$ cat config.mk
export PLATFORM = sky130hd
export DESIGN_NAME = framed_decimal_field_parser
export DESIGN_NICKNAME = d
export VERILOG_FILES = /design/src/fdfp_pkg.sv /design/src/framed_decimal_field_parser.sv
export SDC_FILE = /design/constraint.sdc
export NUM_CORES = 1
export LEC_CHECK = 0
export CORE_MARGIN = 3
export CORE_UTILIZATION = 56
export DETAILED_ROUTE_END_ITERATION = 8
export DONT_BUFFER_PORTS = 1
export PLACE_DENSITY = 0.79
export SYNTH_ARGS = -nofsm -noshare
export SYNTH_HDL_FRONTEND = slang
export SYNTH_SLANG_ARGS = --single-unit
export TNS_END_PERCENT = 5
$ cat constraint.sdc
create_clock -name clk -period 8.1 [get_ports clk]
set_input_delay 2.025 -clock clk [delete_from_list [all_inputs] [get_ports clk]]
set_output_delay 2.025 -clock clk [all_outputs]
set_load 0.05 [all_outputs]
$ cat src/fdfp_pkg.sv
// ----------------------------------------------------------------------------
// fdfp_pkg
// Shared constants, result word type and helpers for the framed decimal
// field parser.
// ----------------------------------------------------------------------------
package fdfp_pkg;

    // Frame geometry and fixed-point scale
    localparam int MAX_FIELDS      = 16;
    localparam int FRACTION_PLACES = 6;

    // Widths
    localparam int BYTE_W   = 8;
    localparam int VALUE_W  = 48;
    localparam int INDEX_W  = 4;
    localparam int CFG_W    = 5;
    localparam int COUNT_W  = $clog2(MAX_FIELDS + 2);
    localparam int FRAC_W   = $clog2(FRACTION_PLACES + 1);
    localparam int WEIGHT_W = 30;               // holds 10^9
    localparam int SUM_W    = VALUE_W + 4;      // mag*10 + digit*scale headroom

    // Magnitude caps (positive and negative)
    localparam logic [SUM_W-1:0] POS_CAP = SUM_W'((64'd1 << (VALUE_W - 1)) - 64'd1);
    localparam logic [SUM_W-1:0] NEG_CAP = SUM_W'(64'd1 << (VALUE_W - 1));

    // Highest index that fits the index field
    localparam logic [COUNT_W-1:0] INDEX_MAX = COUNT_W'((1 << INDEX_W) - 1);

    // Character codes
    localparam logic [BYTE_W-1:0] CH_OPEN   = 8'h26;  // '&'
    localparam logic [BYTE_W-1:0] CH_CLOSE  = 8'h2A;  // '*'
    localparam logic [BYTE_W-1:0] CH_TOGGLE = 8'h21;  // '!'
    localparam logic [BYTE_W-1:0] CH_POINT  = 8'h2E;  // '.'
    localparam logic [BYTE_W-1:0] CH_MINUS  = 8'h2D;  // '-'
    localparam logic [BYTE_W-1:0] CH_PLUS   = 8'h2B;  // '+'
    localparam logic [BYTE_W-1:0] CH_ZERO   = 8'h30;  // '0'
    localparam logic [BYTE_W-1:0] CH_NINE   = 8'h39;  // '9'

    // Result kinds
    localparam logic KIND_FIELD = 1'b0;
    localparam logic KIND_FRAME = 1'b1;

    // One result word
    typedef struct packed {
        logic                      kind;
        logic [INDEX_W-1:0]        index;
        logic signed [VALUE_W-1:0] value;
        logic                      ok;
        logic                      sat;
    } result_t;

    // Decimal powers 10^0 .. 10^9
    function automatic logic [WEIGHT_W-1:0] pow10(input logic [3:0] n);
        logic [WEIGHT_W-1:0] p;
        begin
            case (n)
                4'd1:    p = WEIGHT_W'(10);
                4'd2:    p = WEIGHT_W'(100);
                4'd3:    p = WEIGHT_W'(1000);
                4'd4:    p = WEIGHT_W'(10000);
                4'd5:    p = WEIGHT_W'(100000);
                4'd6:    p = WEIGHT_W'(1000000);
                4'd7:    p = WEIGHT_W'(10000000);
                4'd8:    p = WEIGHT_W'(100000000);
                4'd9:    p = WEIGHT_W'(1000000000);
                default: p = WEIGHT_W'(1);
            endcase
            return p;
        end
    endfunction

    // Full fixed-point scale, one integer unit
    localparam logic [WEIGHT_W-1:0] SCALE = WEIGHT_W'(64'd10 ** FRACTION_PLACES);

endpackage

$ cat src/framed_decimal_field_parser.sv
// ----------------------------------------------------------------------------
// framed_decimal_field_parser
// Byte-stream parser for '&'-opened, '*'-closed frames of '!'-delimited
// decimal fields, each returned as a signed value in millionths.
// ----------------------------------------------------------------------------
// The block takes one byte per clock cycle while in_stall is low; each byte
// updates the running field state, where the value is kept already scaled to
// millionths (an integer digit does one multiply-by-ten and add, a fraction
// digit adds a digit times its place weight), so closing a field needs only a
// negate. A result is built from the byte that causes it ('!' closing a field,
// or '*') and registered; a two-entry output buffer lets the input keep flowing
// while one result waits, and in_stall rises only when both entries are full.
// expected_count is written through cfg_write_en/cfg_write_data; the user must
// write it only while the stream is idle, which the block does not enforce.
module framed_decimal_field_parser
(
    input  logic                              clk,
    input  logic                              rst_n,
    // configuration
    input  logic                              cfg_write_en,
    input  logic [fdfp_pkg::CFG_W-1:0]        cfg_write_data,
    // byte input
    input  logic                              in_valid,
    output logic                              in_stall,
    input  logic [fdfp_pkg::BYTE_W-1:0]       rx_byte,
    // result output
    output logic                              out_valid,
    input  logic                              out_stall,
    output logic                              result_kind,
    output logic [fdfp_pkg::INDEX_W-1:0]      field_index,
    output logic signed [fdfp_pkg::VALUE_W-1:0] field_value,
    output logic                              frame_ok,
    output logic                              value_saturated
);

    localparam int SUM_W   = fdfp_pkg::SUM_W;
    localparam int VALUE_W = fdfp_pkg::VALUE_W;
    localparam int COUNT_W = fdfp_pkg::COUNT_W;
    localparam int FRAC_W  = fdfp_pkg::FRAC_W;

    // Configuration and parser state
    logic [fdfp_pkg::CFG_W-1:0] expected_count_reg;
    logic                       in_frame_reg,  in_frame_next;
    logic                       in_field_reg,  in_field_next;
    logic                       neg_reg,       neg_next;
    logic                       point_reg,     point_next;
    logic                       stopped_reg,   stopped_next;
    logic                       any_char_reg,  any_char_next;
    logic                       ovf_reg,       ovf_next;
    logic [VALUE_W-1:0]         mag_reg,       mag_next;
    logic [FRAC_W-1:0]          frac_reg,      frac_next;
    logic [COUNT_W-1:0]         count_reg,     count_next;

    // Output buffer: main register plus skid entry
    logic                       out_valid_reg, skid_valid_reg;
    fdfp_pkg::result_t          out_data_reg,  skid_data_reg;

    logic                       in_accept;
    logic                       out_take;
    logic                       new_valid;
    fdfp_pkg::result_t          new_res;
    logic                       clear_field;

    // Arithmetic on the scaled magnitude
    logic [3:0]                     digit;
    logic                           is_digit;
    logic [SUM_W-1:0]               cap;
    logic [SUM_W-1:0]               int_sum;
    logic [SUM_W-1:0]               frac_sum;
    logic [fdfp_pkg::WEIGHT_W-1:0]  frac_weight;
    logic [VALUE_W-1:0]             signed_mag;
    logic [fdfp_pkg::INDEX_W-1:0]   count_index;

    assign in_accept = in_valid && !in_stall;
    assign in_stall  = skid_valid_reg;
    assign out_take  = out_valid_reg && !out_stall;

    assign digit    = rx_byte[3:0];
    assign is_digit = (rx_byte >= fdfp_pkg::CH_ZERO) && (rx_byte <= fdfp_pkg::CH_NINE);
    assign cap      = neg_reg ? fdfp_pkg::NEG_CAP : fdfp_pkg::POS_CAP;

    // integer digit: mag*10 + digit*10^FRACTION_PLACES
    assign int_sum = (SUM_W'(mag_reg) << 3) + (SUM_W'(mag_reg) << 1)
                   + SUM_W'(SUM_W'(digit) * SUM_W'(fdfp_pkg::SCALE));

    // fraction digit: mag + digit*10^(places-1-frac)
    assign frac_weight = fdfp_pkg::pow10(4'(fdfp_pkg::FRACTION_PLACES - 1) - 4'(frac_reg));
    assign frac_sum    = SUM_W'(mag_reg)
                       + SUM_W'(SUM_W'(digit) * SUM_W'(frac_weight));

    assign signed_mag  = neg_reg ? (VALUE_W'(0) - mag_reg) : mag_reg;
    assign count_index = (count_reg > fdfp_pkg::INDEX_MAX)
                       ? fdfp_pkg::INDEX_W'(fdfp_pkg::INDEX_MAX)
                       : fdfp_pkg::INDEX_W'(count_reg);

    // Per-byte state update and result build
    always_comb
    begin
        in_frame_next = in_frame_reg;
        in_field_next = in_field_reg;
        neg_next      = neg_reg;
        point_next    = point_reg;
        stopped_next  = stopped_reg;
        any_char_next = any_char_reg;
        ovf_next      = ovf_reg;
        mag_next      = mag_reg;
        frac_next     = frac_reg;
        count_next    = count_reg;
        clear_field   = 1'b0;
        new_valid     = 1'b0;
        new_res       = '0;

        if (in_accept)
        begin
            if (!in_frame_reg)
            begin
                if (rx_byte == fdfp_pkg::CH_OPEN)
                begin
                    in_frame_next = 1'b1;
                    in_field_next = 1'b0;
                    count_next    = '0;
                    clear_field   = 1'b1;
                end
            end
            else if (rx_byte == fdfp_pkg::CH_CLOSE)
            begin
                // frame end; an open field is dropped
                new_valid     = 1'b1;
                new_res.kind  = fdfp_pkg::KIND_FRAME;
                new_res.index = count_index;
                new_res.value = VALUE_W'(count_reg);
                new_res.sat   = count_reg > COUNT_W'(fdfp_pkg::MAX_FIELDS);
                new_res.ok    = (count_reg <= COUNT_W'(fdfp_pkg::MAX_FIELDS))
                             && (count_reg == COUNT_W'(expected_count_reg));
                in_frame_next = 1'b0;
                in_field_next = 1'b0;
                clear_field   = 1'b1;
            end
            else if (rx_byte == fdfp_pkg::CH_TOGGLE)
            begin
                if (in_field_reg)
                begin
                    // field close
                    new_valid     = 1'b1;
                    new_res.kind  = fdfp_pkg::KIND_FIELD;
                    new_res.index = count_index;
                    new_res.value = signed_mag;
                    new_res.ok    = 1'b0;
                    new_res.sat   = ovf_reg
                                 || (count_reg >= COUNT_W'(fdfp_pkg::MAX_FIELDS));
                    if (count_reg <= COUNT_W'(fdfp_pkg::MAX_FIELDS))
                    begin
                        count_next = count_reg + COUNT_W'(1);
                    end
                    in_field_next = 1'b0;
                end
                else
                begin
                    in_field_next = 1'b1;
                end
                clear_field = 1'b1;
            end
            else if (in_field_reg)
            begin
                // character inside a field
                any_char_next = 1'b1;
                if (!stopped_reg)
                begin
                    if (is_digit)
                    begin
                        if (!point_reg)
                        begin
                            if (int_sum > cap)
                            begin
                                mag_next = VALUE_W'(cap);
                                ovf_next = 1'b1;
                            end
                            else
                            begin
                                mag_next = VALUE_W'(int_sum);
                            end
                        end
                        else if (frac_reg < FRAC_W'(fdfp_pkg::FRACTION_PLACES))
                        begin
                            if (frac_sum > cap)
                            begin
                                mag_next = VALUE_W'(cap);
                                ovf_next = 1'b1;
                            end
                            else
                            begin
                                mag_next = VALUE_W'(frac_sum);
                            end
                            frac_next = frac_reg + FRAC_W'(1);
                        end
                    end
                    else if ((rx_byte == fdfp_pkg::CH_POINT) && !point_reg)
                    begin
                        point_next = 1'b1;
                    end
                    else if (!any_char_reg && ((rx_byte == fdfp_pkg::CH_MINUS)
                                            || (rx_byte == fdfp_pkg::CH_PLUS)))
                    begin
                        neg_next = (rx_byte == fdfp_pkg::CH_MINUS);
                    end
                    else
                    begin
                        stopped_next = 1'b1;
                    end
                end
            end
        end

        // fresh field state
        if (clear_field)
        begin
            neg_next      = 1'b0;
            point_next    = 1'b0;
            stopped_next  = 1'b0;
            any_char_next = 1'b0;
            ovf_next      = 1'b0;
            mag_next      = '0;
            frac_next     = '0;
        end
    end

    // Control and parser state registers
    always_ff @(posedge clk or negedge rst_n)
    begin
        if (!rst_n)
        begin
            expected_count_reg <= '0;
            in_frame_reg       <= 1'b0;
            in_field_reg       <= 1'b0;
            neg_reg            <= 1'b0;
            point_reg          <= 1'b0;
            stopped_reg        <= 1'b0;
            any_char_reg       <= 1'b0;
            ovf_reg            <= 1'b0;
            mag_reg            <= '0;
            frac_reg           <= '0;
            count_reg          <= '0;
            out_valid_reg      <= 1'b0;
            skid_valid_reg     <= 1'b0;
        end
        else
        begin
            if (cfg_write_en)
            begin
                expected_count_reg <= cfg_write_data;
            end
            in_frame_reg <= in_frame_next;
            in_field_reg <= in_field_next;
            neg_reg      <= neg_next;
            point_reg    <= point_next;
            stopped_reg  <= stopped_next;
            any_char_reg <= any_char_next;
            ovf_reg      <= ovf_next;
            mag_reg      <= mag_next;
            frac_reg     <= frac_next;
            count_reg    <= count_next;

            // output buffer occupancy
            if (!out_valid_reg || out_take)
            begin
                if (skid_valid_reg)
                begin
                    out_valid_reg  <= 1'b1;
                    skid_valid_reg <= 1'b0;
                end
                else
                begin
                    out_valid_reg <= new_valid;
                end
            end
            else if (new_valid)
            begin
                skid_valid_reg <= 1'b1;
            end
        end
    end

    // Output buffer payload
    always_ff @(posedge clk)
    begin
        if (!out_valid_reg || out_take)
        begin
            if (skid_valid_reg)
            begin
                out_data_reg <= skid_data_reg;
            end
            else if (new_valid)
            begin
                out_data_reg <= new_res;
            end
        end
        else if (new_valid)
        begin
            skid_data_reg <= new_res;
        end
    end

    assign out_valid       = out_valid_reg;
    assign result_kind     = out_data_reg.kind;
    assign field_index     = out_data_reg.index;
    assign field_value     = out_data_reg.value;
    assign frame_ok        = out_data_reg.ok;
    assign value_saturated = out_data_reg.sat;

endmodule

==> flow_metrics.env <==
export IMPL_run_status="finished with violations"
export IMPL_violations="max-capacitance violations, max-slew violations, negative setup slack"
export IMPL_clock_latency_ps=450
export IMPL_critPathRequiredTime_ps=8440
export IMPL_rows=69
export IMPL_via_per_inst=6.38
export IMPL_ys_async_sr_fraction=0.389
export IMPL_clock_skew_ps=21.8
export IMPL_cts_root_buf="clkbuf_16"
export IMPL_layout_nets=3025
export IMPL_m1WireLength_um=26500
export IMPL_die_w_um=198
export IMPL_ys_seq_area_frac=0.245
export IMPL_cp_slowest_cell="fa_1"
export IMPL_drc_errors=0
export IMPL_numClockSinks=180
export IMPL_synth_edf_count=110
export IMPL_end_kind="flip-flop"
export IMPL_area_delta_synth_final_pct=19.9
export IMPL_hold_slack_ps=503
export IMPL_design_area_mm2=0.0248
export IMPL_pre_cts_ws_ps=-1470
export IMPL_final_common_cell="buf_4"
export IMPL_drive_above_1_share=0.198
export IMPL_fin_crit_ps=8760
export IMPL_crit_family="adder cells"
export IMPL_coreArea_mm2=0.0360
export IMPL_grtUsageTotal=0.334
export IMPL_syn_area_per_cell_um2=8.75
export IMPL_maxCapViolCount=1
export IMPL_die_area_mm2=0.0392
export IMPL_hold_violations=0
export IMPL_routed_via_count=19934
export IMPL_ant_nets=0
export IMPL_setup_viol=49
export IMPL_slew_viol_final=6
export IMPL_topRoutingLayerUsed="met5"
export IMPL_grt_first_pass_wirelength_um=103000
export IMPL_netlist_area_mm2=0.0207
export IMPL_finalWorstSetupSlack_ps=-665
export IMPL_clk_path_buf_depth=2
export IMPL_mostFrequentLayoutCells="352 x buf_4, 252 x inv_1, 244 x ha_1"
export IMPL_fmax_mhz=114
export IMPL_yosysUniqueCellTypes=91
export IMPL_largest_reg_flops=55
export IMPL_ios=75
export IMPL_total_power_mw=3.37
export IMPL_syn_num_nets=2738
export IMPL_drtIter0Drc=2379
export IMPL_n_fill_cell=2715
export IMPL_hold_class="reg -> reg"
export IMPL_syn_inst=2361
export IMPL_initial_core_util=0.574
export IMPL_start_kind="primary input"
export IMPL_grt_max_degree=90
export IMPL_route_met3_wl_um=7420
export IMPL_clk_pin_slew_ps=80
export IMPL_min_period_over_period=1.08
export IMPL_dr_wl_met2_um=30700
export IMPL_cp_common_cell="fa_1"
export IMPL_arrival_ps=9110
export IMPL_synth_seq_cells=180
export IMPL_ys_flop_type="edfxtp_1"
export IMPL_ir_drop_mv=0.138
export IMPL_gp_congestion=1.03
export IMPL_power_leakage_nw=12.3
export IMPL_path_class="in -> reg"
export IMPL_p_per_area_mw_per_mm2=136
export IMPL_path_max_fanout=20
export IMPL_antenna_found_initial=3
export IMPL_postLayoutCoreUtil=0.688
export IMPL_path_buf_inv=3
export IMPL_cts_max_level=4
export IMPL_die_h_um=198
export IMPL_worst_pin_slew_ps=1540
export IMPL_ys_warn_count=0
export IMPL_wl_per_cell_um=21.6
export IMPL_first_global_vias=19061
export IMPL_hpwl_um=53000
export IMPL_overflow=0
export IMPL_cts_buffers=17
export IMPL_io_buffers=0
export IMPL_drtPass1Iterations=7
export IMPL_rsz0062_at_grt="true"
export IMPL_max_slew_margin=-0.0381
export IMPL_place_area_mm2=0.0237
export IMPL_wl_um=67500
export IMPL_max_stage_delay_ps=590
export IMPL_cts_hold_buf=0
export IMPL_cts_tree="done"
## final cells by class
cell class | instances | area, um2 | area share
multi-input combinational | 1826 | 14700 | 0.595
sequential | 180 | 5060 | 0.204
timing repair buffer | 369 | 2870 | 0.116
inverter | 254 | 953 | 0.0385
tap | 461 | 577 | 0.0233
clock buffer | 18 | 429 | 0.0173
clock inverter | 14 | 146 | 0.00591
antenna | 2 | 5.00 | 0.000202
## stage by stage
stage	setup TNS, ps	instances
floorplan	-27450	2361
global route	-41540	3122
global placement	-53790	3076
finish	-27150	3124
detailed placement	-63210	3076
CTS	-23500	3118
## kinds of logic after synthesis
group	after synthesis	synth area share
adders and majority gates	359	0.257
buffers and inverters	355	0.0661
muxes	11	0.00569
and+or+nand+nor	669	0.158
AOI/OAI and AO/OA	646	0.209
xor gates and xnor gates	141	0.0598
DFF	180	0.245
## path summary, 6_finish.rpt
check	from	to	slack [ps]	depth (start not counted)
max	rx_byte[1]	mag_reg[47]	-660	32
min	mag_reg[16]	mag_reg[16]	500	1
max reg2reg	frac_reg[1]	mag_reg[15]	-240	34
min reg2reg	mag_reg[16]	mag_reg[16]	500	1
max in group asynchronous	rst_n	neg_reg	6640	0
min in group asynchronous	rst_n	mag_reg[36]	1280	0
## per-layer routing
layer,vias up,track usage
met3,233,0.0761
met5,-,0
met1,9634,0.440
met4,4,0.131
li1,8939,-
met2,1124,0.538
## Yosys cell counts (12+ instances only)
cell type / n / share of area
o21bai_1: 16 / 0.0058
o21ai_0: 128 / 0.031
nand2_1: 198 / 0.036
a21oi_1: 174 / 0.042
clkbuf_1: 80 / 0.015
a32o_1: 16 / 0.0078
o31ai_1: 22 / 0.0080
a21o_1: 90 / 0.033
ha_1: 249 / 0.15
and2_1: 42 / 0.013
nor3_1: 28 / 0.0068
or3_1: 17 / 0.0051
nor2_1: 178 / 0.032
fa_1: 110 / 0.11
inv_1: 253 / 0.046
xnor2_1: 98 / 0.042
nand3_1: 41 / 0.0099
nand4_1: 48 / 0.015
xor2_1: 43 / 0.018
o21a_1: 12 / 0.0044
edfxtp_1: 110 / 0.16
a211oi_1: 29 / 0.011
a21boi_0: 14 / 0.0051
buf_2: 18 / 0.0044
a31oi_1: 18 / 0.0055
a21bo_2: 15 / 0.0073
nand2b_1: 27 / 0.0082
and3_1: 23 / 0.0070
dfrtp_1: 70 / 0.085
o211ai_1: 14 / 0.0051
a22o_1: 13 / 0.0055
## report_power, final
part	internal, mW	leakage (nW)	switching, mW
Combinational	0.676	10.0	0.865
Sequential	0.981	1.99	0.0236
Clock	0.434	0.278	0.392
## repair_timing
action	in CTS	in global routing
endpoints found under the setup margin	49	49
hold endpoints to repair	0	0
pin swaps	28	20
buffers inserted	10	4
gates resized for setup	63	32
Note: power is estimated with default switching activity, not from simulation.
